--- src/design/pcbs_pkg.sv ---
// Package: shared types, constants and sequencer states for per-class box suppression.
`timescale 1ns / 1ps
package pcbs_pkg;

	localparam int MAX_DETECTIONS = 64;
	localparam int MAX_CLASSES    = 16;
	localparam int COORD_BITS     = 16;
	localparam int DET_BITS       = $clog2(MAX_DETECTIONS);
	localparam int CLS_BITS       = $clog2(MAX_CLASSES);
	localparam int SCORE_ADDR_BITS = DET_BITS + CLS_BITS;
	localparam int EXT_BITS       = COORD_BITS + 4;
	localparam int PROD_BITS      = 52;

	localparam logic [4:0]  CLS_LIMIT_RESET = 5'd1;
	localparam logic [15:0] THRESHOLD_RESET = 16'd29491;

	typedef enum logic [1:0] {
		KIND_LOAD = 2'd0,
		KIND_RUN  = 2'd1,
		KIND_READ = 2'd2,
		KIND_NONE = 2'd3
	} kind_t;

	localparam logic REPLY_RUN  = 1'b0;
	localparam logic REPLY_READ = 1'b1;

	localparam logic CFG_CLS_LIMIT = 1'b0;
	localparam logic CFG_THRESHOLD = 1'b1;

	typedef struct packed {
		logic [1:0]  kind;
		logic [5:0]  det_index;
		logic [3:0]  cls_id;
		logic [15:0] box_x;
		logic [15:0] box_y;
		logic [15:0] box_w;
		logic [15:0] box_h;
		logic [15:0] objectness;
		logic [15:0] class_score;
		logic [6:0]  detection_count;
	} in_t;

	typedef struct packed {
		logic        reply_kind;
		logic [15:0] final_score;
		logic [10:0] suppressed_total;
	} out_t;

	typedef struct packed {
		logic [COORD_BITS-1:0] x;
		logic [COORD_BITS-1:0] y;
		logic [COORD_BITS-1:0] w;
		logic [COORD_BITS-1:0] h;
	} box_t;

	typedef enum logic [4:0] {
		ST_IDLE, ST_LOAD, ST_READ, ST_READ_W,
		ST_CLS, ST_OBJ, ST_OBJ_W, ST_CMP, ST_CMP_W1, ST_CMP_W2, ST_INS,
		ST_PA, ST_PA_W1, ST_PA_W2, ST_PB, ST_PB_W1, ST_PB_W2,
		ST_M1, ST_M2, ST_M3, ST_M4, ST_M5, ST_TEST, ST_RESULT
	} state_t;

endpackage

--- src/design/pcbs_overlap.sv ---
// Doubled overlap extent of two boxes along one axis.
`timescale 1ns / 1ps
module pcbs_overlap (
	input  logic [pcbs_pkg::COORD_BITS-1:0]      ca,
	input  logic [pcbs_pkg::COORD_BITS-1:0]      sa,
	input  logic [pcbs_pkg::COORD_BITS-1:0]      cb,
	input  logic [pcbs_pkg::COORD_BITS-1:0]      sb,
	output logic signed [pcbs_pkg::EXT_BITS-1:0] ext
);
	import pcbs_pkg::*;

	logic signed [EXT_BITS-1:0] la, ra, lb, rb, l, r;

	always_comb begin
		la = $signed({3'b000, ca, 1'b0}) - $signed({4'b0000, sa});
		ra = $signed({3'b000, ca, 1'b0}) + $signed({4'b0000, sa});
		lb = $signed({3'b000, cb, 1'b0}) - $signed({4'b0000, sb});
		rb = $signed({3'b000, cb, 1'b0}) + $signed({4'b0000, sb});
		l  = (la > lb) ? la : lb;
		r  = (ra < rb) ? ra : rb;
		ext = r - l;
	end

endmodule

--- config.mk ---
export PLATFORM = sky130hd
export DESIGN_NAME = pcbs_overlap
export DESIGN_NICKNAME = d
export VERILOG_FILES = /design/src/design/pcbs_pkg.sv /design/src/design/pcbs_overlap.sv
export SDC_FILE = /design/constraint.sdc
export NUM_CORES = 1
export LEC_CHECK = 0
export BUFFER_PORTS_ARGS = -buffer_cell sky130_fd_sc_hd__buf_4
export CAP_MARGIN = 40
export CORE_ASPECT_RATIO = 2
export CORE_MARGIN = 4
export CORE_UTILIZATION = 40
export DETAILED_ROUTE_END_ITERATION = 8
export SETUP_SLACK_MARGIN = 0.15
export SYNTH_ARGS = -nofsm -noshare
export SYNTH_HDL_FRONTEND = slang
export SYNTH_SLANG_ARGS = --single-unit
--- constraint.sdc ---
create_clock -name vclk -period 14.6
set_clock_uncertainty 0.15 [all_clocks]
set_input_delay 0 -clock vclk [all_inputs]
set_output_delay 0 -clock vclk [all_outputs]
set_load 0.01 [all_outputs]
* Word-level counts from Yosys, hierarchy flattened
Index checks and enable logic that the tools add are counted.
** Word-level totals
- Register bits after elaboration :: 0
- Bits in latches :: 0
- RAM bits :: 0
- Memory bits (read-only) :: 0
- Input port bits :: 64
- Memories kept :: 0
** Operators by class
- Add/sub/neg operators :: 5
- $mul :: 0
- Div/mod/pow operators :: 0
- Magnitude comparators :: 2
- Eq/ne operators :: 0
- Shifts and indexed selects :: 0
- Mux-type cells :: 2
- Bitwise operators :: 0
- Reduce and logical (&&, ||, !) cells :: 0
** Operators with widths (count)
- 17-bit by 16-bit adder with 18-bit output :: 2
- 17-bit by 16-bit subtractor with 18-bit output :: 2
- 20-bit two-way mux :: 1
- 19-bit by 20-bit subtractor with 20-bit output :: 1
- 18-bit > comparator :: 1
- 18-bit < comparator :: 1
- 18-bit two-way mux :: 1

* Depth between registers and ports, before layout
Gate-level depths: netlist (run 1).
- Depth in word-level cells :: 4
- Mapped depth :: 36
- Depth with buffers taken out :: 33

* Worst setup path before layout (run 1)
No wires, ideal clock.
- Kind :: input -> output
- From :: input port sb[1] (netlist bit)
- To :: output port ext[16] (netlist bit)
- Data arrival time :: 6.514 ns
- Required time :: 14.450 ns
- Path slack :: 7.936 ns
- Stages :: 34
- Path through :: inv_1 ha_1 nor2b_1 o2111a_1 o311a_4 o41ai_4 o211a_4 nand2b_1 a21o_1 xnor2_1 inv_1 ha_1 a21o_1 a21oi_1 a2bb2oi_1 nor2_1 o21ai_0 o32ai_1 or4b_1 buf_2 clkbuf_1 o21ai_1 ha_1 inv_1 fa_1 a21o_1 a21oi_1 o21ai_0 a2111o_1 a31oi_1 nor2b_1 o21ai_0 nor2b_1 xnor2_1
** Between the ends
- Longest elaborated chain between the ends :: 4
- Elaborated cells on any way between the ends :: 7
** RTL lines
- start: declaration :: line pcbs_overlap.sv:7 : input logic [pcbs_pkg::COORD_BITS-1:0] sb,
- 17-bit by 16-bit adder with 18-bit output or 17-bit by 16-bit subtractor with 18-bit output (tied branches) :: line pcbs_overlap.sv:18, pcbs_overlap.sv:17
- 18-bit < comparator or 18-bit > comparator (tied branches) :: line pcbs_overlap.sv:20, pcbs_overlap.sv:19
- 18-bit two-way mux or 20-bit two-way mux (tied branches) :: line pcbs_overlap.sv:20, pcbs_overlap.sv:19
- 19-bit by 20-bit subtractor with 20-bit output (*) :: line pcbs_overlap.sv:21 : ext = r - l;
- end: declaration :: line pcbs_overlap.sv:8 : output logic signed [pcbs_pkg::EXT_BITS-1:0] ext
Mark *: on every way between the ends. The rest lies on a longest branch, timed or not.

* Worst setup path in the final report (run 1)
- From :: input port sa[1] (netlist bit)
- To :: output port ext[16] (netlist bit)
** Between the ends
- Longest elaborated chain between the ends :: 4
- Elaborated cells on any way between the ends :: 7
** RTL lines
- start: declaration :: line pcbs_overlap.sv:5 : input logic [pcbs_pkg::COORD_BITS-1:0] sa,
- 17-bit by 16-bit adder with 18-bit output or 17-bit by 16-bit subtractor with 18-bit output (tied branches) :: line pcbs_overlap.sv:16, pcbs_overlap.sv:15
- 18-bit < comparator or 18-bit > comparator (tied branches) :: line pcbs_overlap.sv:20, pcbs_overlap.sv:19
- 18-bit two-way mux or 20-bit two-way mux (tied branches) :: line pcbs_overlap.sv:20, pcbs_overlap.sv:19
- 19-bit by 20-bit subtractor with 20-bit output (*) :: line pcbs_overlap.sv:21
Marked as above.

==> results.json, run 1 <==
{
  "coreArea_um2": 12200,
  "pwr_density_cell_nw_per_um2": 169,
  "setup_ws_ps": 6850,
  "ant_nets": 0,
  "die_x_um": 87.1,
  "io_pins": 84,
  "layout_min_cycle_time_ps": 7750,
  "place_area_um2": 5740,
  "dp_hpwl_um": 13000,
  "grt_start_max_net_pins": 32,
  "cts_resized": 0,
  "seq_cells": 0,
  "n_fill_cell": 1288,
  "cp-start-kind": "input pin",
  "finalCritPeriodShare_pct": 53.1,
  "place_ws_ps": 6930,
  "die-height_um": 166,
  "synth_warnings": 0,
  "fin_area_um2": 5740,
  "drc_errors": 0,
  "final_common_cell": "ha_1",
  "area_growth_syn_to_layout_pct": 14.6,
  "initial_utilization_pct": 41.1,
  "hp-class": "in -> out",
  "worst_pin_slew_ps": 847,
  "wl_per_cell_um": 16.0,
  "crit_required_ps": 14450,
  "peakVddDrop_mv": 0.281,
  "layout.cells.non_filler": 915,
  "num_rows": 57,
  "total_power_mw": 0.972,
  "die-area_um2": 14500,
  "nClkBuffers": 0,
  "final_max_slew_viol_count": 0,
  "multi_input_area_um2": 4640,
  "netlist.area_leader.share_pct": 28.2,
  "rsz0062_at_grt": "no",
  "vias_per_cell": 5.64,
  "post-cts-setup-buffer-count": 0,
  "grt_util_all_layers_pct": 19.8,
  "cap_violations": 0,
  "dp.cells": 915,
  "syn_area_um2": 5010,
  "slowest_delay_ps": 700,
  "cts_hold_buf": 0,
  "endpoint_kind": "output pin",
  "setup_tns_ps": 0,
  "grt_overflow_total": 0,
  "synth.area.top_cells": "ha_1, xnor2_1, a21oi_1",
  "synth_top_cell_by_area": "ha_1",
  "fin_nets": 952,
  "critPathMaxFanout": 31,
  "arrival_ps": 7600,
  "grt_pass1_vias": 5216,
  "synthCells": 705,
  "antenna_cells": 0,
  "drt_iter0_drc": 143,
  "path_class": "in -> out",
  "grt_pass1_wl_um": 23700,
  "fmaxAchievable_mhz": 129,
  "layout-drive-gt1-share_pct": 12.9,
  "postSynthNetCount": 887,
  "hold_violations": 0,
  "num_vias": 5158,
  "cellLeakagePower_nw": 2.81,
  "cpMaxStageDelayCell": "nor4_1",
  "register_area_um2": 0,
  "dr.pass1.iters": 6,
  "final_cell_mix": "ha_1, buf_4, nor2_1",
  "setup_viol": 0,
  "ys_types": 63,
  "status": "finished, final reports clean",
  "gp_congestion": 0.975,
  "synth_seq_area_share_pct": 0,
  "relSlewSlack_pct": 42.1,
  "portBuffers": 84,
  "synth_area_per_cell_um2": 7.10,
  "wirelength_um": 14600,
  "antenna_found_initial": 0
}
## where the power goes
| group | switching (mW) | internal [mW] |
|---|---|---|
| clock network | 0 | 0 |
| logic | 0.519 | 0.453 |
| registers | 0 | 0 |
## routing by layer
metal / track usage (%) / share of wire (%)
met5: 0 / 0
met3: 0.397 / 2.0
met4: 10.3 / 6.7
met1: 18.5 / 33
met2: 40.7 / 58
## worst max-delay path: cells and delay by family
family                   cells  cell delay (ps)
AND/OR/NAND/NOR              8             1910
XOR/XNOR                     1              130
AO/OA/AOI/OAI               15             3740
adder cells (fa/ha/maj)      4             1150
buffers and inverters        5              640
## logic make-up (layout without fill, tap and decap cells)
| family | after synthesis | in the layout | share of synthesized area [%] |
|---|---|---|---|
| compound gates | 210 | 210 | 28.7 |
| simple gates | 205 | 205 | 19.6 |
| fa+ha+maj | 118 | 118 | 30.2 |
| buf+inv | 94 | 157 | 7.25 |
| xor+xnor | 67 | 67 | 11.7 |
| mux | 11 | 11 | 2.52 |
## layout make-up
type / count / area share (%)
multi-input combinational: 611 / 80.9
timing repair buffer: 86 / 11.2
inverter: 71 / 4.64
tap: 147 / 3.20
## final timing paths
check / slack, ps / endpoint / depth (start not counted) / startpoint
max: 6850 / ext[16] / 33 / sa[1]
min: 360 / ext[0] / 6 / sa[0]
## synth_stat cells, types with 2 or more instances
cell type	n
a2111oi_0	2
a211o_1	2
a211oi_1	9
a21o_1	18
a21oi_1	62
a311oi_1	3
a31oi_1	5
and2_1	4
and3_1	4
buf_2	2
clkbuf_1	20
fa_1	5
ha_1	113
inv_1	70
mux2_2	2
mux2i_1	7
nand2_1	34
nand2b_1	12
nand3_1	9
nand3b_1	2
nand4_1	5
nor2_1	78
nor2b_1	16
nor3_1	20
nor3b_1	2
nor4_1	5
o2111a_1	2
o211ai_1	6
o21a_1	18
o21ai_0	31
o21bai_1	16
o311ai_0	4
o31a_1	6
o31ai_1	3
o32ai_1	3
o41ai_1	3
or2_2	3
or3_1	9
xnor2_1	47
xor2_1	20
## per-stage QoR
step | util [%] | hold WS [ps]
floorplan | - | 110
global route | 47.1 | 409
global placement | 47.1 | 364
detailed placement | 47.1 | 363
finish | 47.1 | 364
CTS | 47.1 | 367
No activity file was read; power rests on OpenSTA's default activity.
==> inputs of run 2 (changes only) <==
==> constraint.sdc (replaced) <==
create_clock -name vclk -period 7.9
set_clock_uncertainty 0.15 [all_clocks]
set_input_delay 0 -clock vclk [all_inputs]
set_output_delay 0 -clock vclk [all_outputs]
set_load 0.01 [all_outputs]
==> results.json, run 2 (synthesized netlist as in run 1, its figures left out) <==
{
  "area_growth_syn_to_layout_pct": 15.2,
  "grt_pass1_vias": 4969,
  "fmaxAchievable_mhz": 138,
  "cellLeakagePower_nw": 2.81,
  "cts_resized": 0,
  "peakVddDrop_mv": 0.569,
  "n_fill_cell": 1290,
  "register_area_um2": 0,
  "nClkBuffers": 0,
  "endpoint_kind": "output pin",
  "cpMaxStageDelayCell": "or4b_4",
  "hp-class": "in -> out",
  "path_class": "in -> out",
  "layout.cells.non_filler": 917,
  "drt_iter0_drc": 134,
  "antenna_found_initial": 0,
  "fin_nets": 954,
  "portBuffers": 84,
  "wl_met2_um": 8210,
  "rsz0062_at_grt": "no",
  "finalCritPeriodShare_pct": 91.4,
  "relSlewSlack_pct": 50.2,
  "antenna_cells": 0,
  "die-height_um": 166,
  "layout_min_cycle_time_ps": 7220,
  "post-cts-setup-buffer-count": 0,
  "total_power_mw": 1.80,
  "die-area_um2": 14500,
  "die_x_um": 87.1,
  "cp-start-kind": "input pin",
  "layout-drive-gt1-share_pct": 13.5,
  "fin_area_um2": 5770,
  "setup_viol": 0,
  "ant_nets": 0,
  "cts_hold_buf": 0,
  "grt_start_max_net_pins": 28,
  "final_max_slew_viol_count": 0,
  "highest_layer": "met4",
  "dr.pass1.iters": 6,
  "initial_utilization_pct": 41.1,
  "setup_tns_ps": 0,
  "arrival_ps": 7070,
  "grt_pass1_wl_um": 22500,
  "place_area_um2": 5760,
  "seq_cells": 0,
  "slowest_delay_ps": 580,
  "crit_required_ps": 7750,
  "critPathMaxFanout": 6,
  "dp.cells": 917,
  "wl_per_cell_um": 15.8,
  "coreArea_um2": 12200,
  "dr_wl_met3_um": 349,
  "vias_per_cell": 5.64,
  "status": "finished, final reports clean",
  "grt_util_all_layers_pct": 19.0,
  "worst_pin_slew_ps": 737,
  "num_rows": 57,
  "num_vias": 5169,
  "pwr_density_cell_nw_per_um2": 312,
  "dp_hpwl_um": 12900,
  "final_cell_mix": "ha_1, buf_4, nor2_1",
  "io_pins": 84,
  "grt_overflow_total": 0,
  "gp_congestion": 0.985,
  "cap_violations": 0,
  "final_common_cell": "ha_1",
  "wirelength_um": 14500,
  "wl_met1_um": 4810,
  "drc_errors": 0,
  "hold_violations": 0
}
## run 2: worst max-delay path, delay by kind of cell
kind            cells  cell delay [ps]
buf+inv             5              450
xor+xnor            2              340
compound gates     17             3960
fa+ha+maj           4             1160
simple gates        6             1140
## run 2: final cells by class
cell class | instances | area (µm²) | area share (%)
timing repair buffer | 88 | 661 | 11.4
inverter | 71 | 270 | 4.68
multi-input combinational | 611 | 4660 | 80.7
tap | 147 | 184 | 3.19
## run 2: through the flow
step | setup WS (ps) | utilization, % | hold slack [ps]
2_1_floorplan | 1240 | - | 110
3_3_place_gp | 666 | 47.2 | 354
3_5_place_dp | 487 | 47.2 | 364
4_1_cts | 430 | 47.2 | 365
5_1_grt | 167 | 47.3 | 398
6_report | 678 | 47.3 | 357
## run 2: power by group
group | switching, mW | total [mW] | internal [mW]
registers | 0 | 0 | 0
clock network | 0 | 0 | 0
logic | 0.958 | 1.80 | 0.845
total | 0.958 | 1.80 | 0.845
## run 2: final timing paths
check | from | to | slack [ps] | cells after the start
setup / recovery | sb[1] | ext[16] | 680 | 34
hold / removal | sa[0] | ext[0] | 360 | 6
## run 2: layer usage
layer  vias up  GRT usage [%]
li1       2635              -
met1      2376           17.7
met2       116           38.3
met3        42          0.497
met4         0           11.2
met5         -              0
==> inputs of run 3 (changes only) <==
==> constraint.sdc (replaced) <==
create_clock -name vclk -period 6.2
set_clock_uncertainty 0.15 [all_clocks]
set_input_delay 0 -clock vclk [all_inputs]
set_output_delay 0 -clock vclk [all_outputs]
set_load 0.01 [all_outputs]
==> results.json, run 3 (synthesized netlist as in run 1, its figures left out) <==
{
  "status": "finished with violations",
  "violations": "setup timing",
  "vias_per_cell": 5.46,
  "fmaxAchievable_mhz": 160,
  "cellLeakagePower_nw": 3.63,
  "whs_ps": 492,
  "antenna_found_initial": 0,
  "grt_start_max_net_pins": 25,
  "hp-class": "in -> out",
  "clkPwrFrac_pct": 0,
  "num_rows": 57,
  "slowest_delay_ps": 620,
  "fin_nets": 1098,
  "io_pins": 84,
  "ant_nets": 0,
  "portBuffers": 84,
  "switching_share_pct": 48.5,
  "cp-start-kind": "input pin",
  "grt_overflow_total": 0,
  "arrival_ps": 6100,
  "endpoint_kind": "output pin",
  "final_max_slew_viol_count": 0,
  "power.net_switching_mw": 1.45,
  "relSlewSlack_pct": 57.8,
  "cts_hold_buf": 0,
  "crit_path_frequent_cell": "a21o_1",
  "finalCritPeriodShare_pct": 101,
  "layout_min_cycle_time_ps": 6250,
  "die_x_um": 87.1,
  "total_power_mw": 2.99,
  "initial_utilization_pct": 41.1,
  "final_cell_mix": "buf_4, ha_1, nor2_1",
  "cp.depth": 34,
  "setup_viol": 2,
  "crit_required_ps": 6050,
  "seq_power_share_pct": 0,
  "layout-drive-gt1-share_pct": 34.0,
  "antenna_cells": 0,
  "coreArea_um2": 12200,
  "critPathMaxFanout": 6,
  "wl_per_cell_um": 15.7,
  "dr.pass1.iters": 4,
  "hold_path_depth": 7,
  "drt_iter0_drc": 152,
  "setup_ws_ps": -47.7,
  "grt_util_all_layers_pct": 22.1,
  "die-area_um2": 14500,
  "critical_path.top_delay_family": "compound AO/OA/AOI/OAI gates",
  "grt_pass1_wl_um": 26600,
  "hp-start": "sa[0]",
  "hold_violations": 0,
  "dp_hpwl_um": 14400,
  "cpMaxStageDelayCell": "or4b_4",
  "register_area_um2": 0,
  "final_common_cell": "buf_4",
  "die-height_um": 166,
  "num_vias": 5796,
  "combPwrFrac_pct": 100.0,
  "wirelength_um": 16600,
  "gp_congestion": 0.937,
  "rsz0062_at_grt": "yes",
  "grt_pass1_vias": 6072,
  "nClkBuffers": 0,
  "path_class": "in -> out",
  "cap_violations": 0,
  "startpoint": "sb[6]",
  "crit_buf_inv": 5,
  "worst_pin_slew_ps": 630,
  "p_int_mw": 1.54,
  "n_fill_cell": 1177,
  "seq_cells": 0,
  "area_growth_syn_to_layout_pct": 46.6,
  "peakVddDrop_mv": 0.771,
  "pwr_density_cell_nw_per_um2": 408,
  "drc_errors": 0
}
==> run 3: metal layers <==
layer  vias to the layer above  GRT usage [%]  wire length (µm)
li1                       2919              -                 -
met1                      2706           20.2              5480
met2                       115           46.1              9700
met3                        56          0.546               317
met4                         0           11.2              1150
met5                         -              0                 0
==> run 3: per-stage QoR <==
| stage | TNS (ps) | cell area, µm² | worst slack [ps] | util, % | cells |
|---|---|---|---|---|---|
| 6_report | -69.2 | 7340 | -47.7 | 60.2 | 1061 |
| 5_1_grt | -1340 | 7340 | -306 | 60.2 | 1061 |
| 4_1_cts | -28.4 | 7060 | -28.4 | 57.9 | 1053 |
| 3_5_place_dp | -2660 | 6800 | -530 | 55.8 | 1044 |
| 3_3_place_gp | -1550 | 6800 | -419 | 55.8 | 1044 |
| 2_1_floorplan | -1.98 | 5110 | -1.98 | - | 705 |
==> run 3: power groups by stage <==
| stage | Clock, mW | Combinational [mW] | Sequential (mW) |
|---|---|---|---|
| after global placement | 0 | 2.68 | 0 |
| final | 0 | 2.99 | 0 |
| after CTS | 0 | 2.84 | 0 |
| after floorplan | 0 | 1.58 | 0 |
| after detailed placement | 0 | 2.73 | 0 |
| after global routing | 0 | 3.27 | 0 |
==> run 3: repair_timing <==
action	4_1_cts	5_1_grt
endpoints found under the setup margin	12	13
gates resized for setup	43	39
buffers inserted	9	8
pin swaps	23	27
==> run 3: layout make-up <==
type	count	area [µm²]	area share, %
tap	147	184	2.51
inverter	71	282	3.84
multi-input combinational	611	5100	69.5
timing repair buffer	232	1780	24.2
==> run 3: final timing paths <==
| check | end |
|---|---|
| setup / recovery | ext[16] |
| hold / removal | ext[0] |
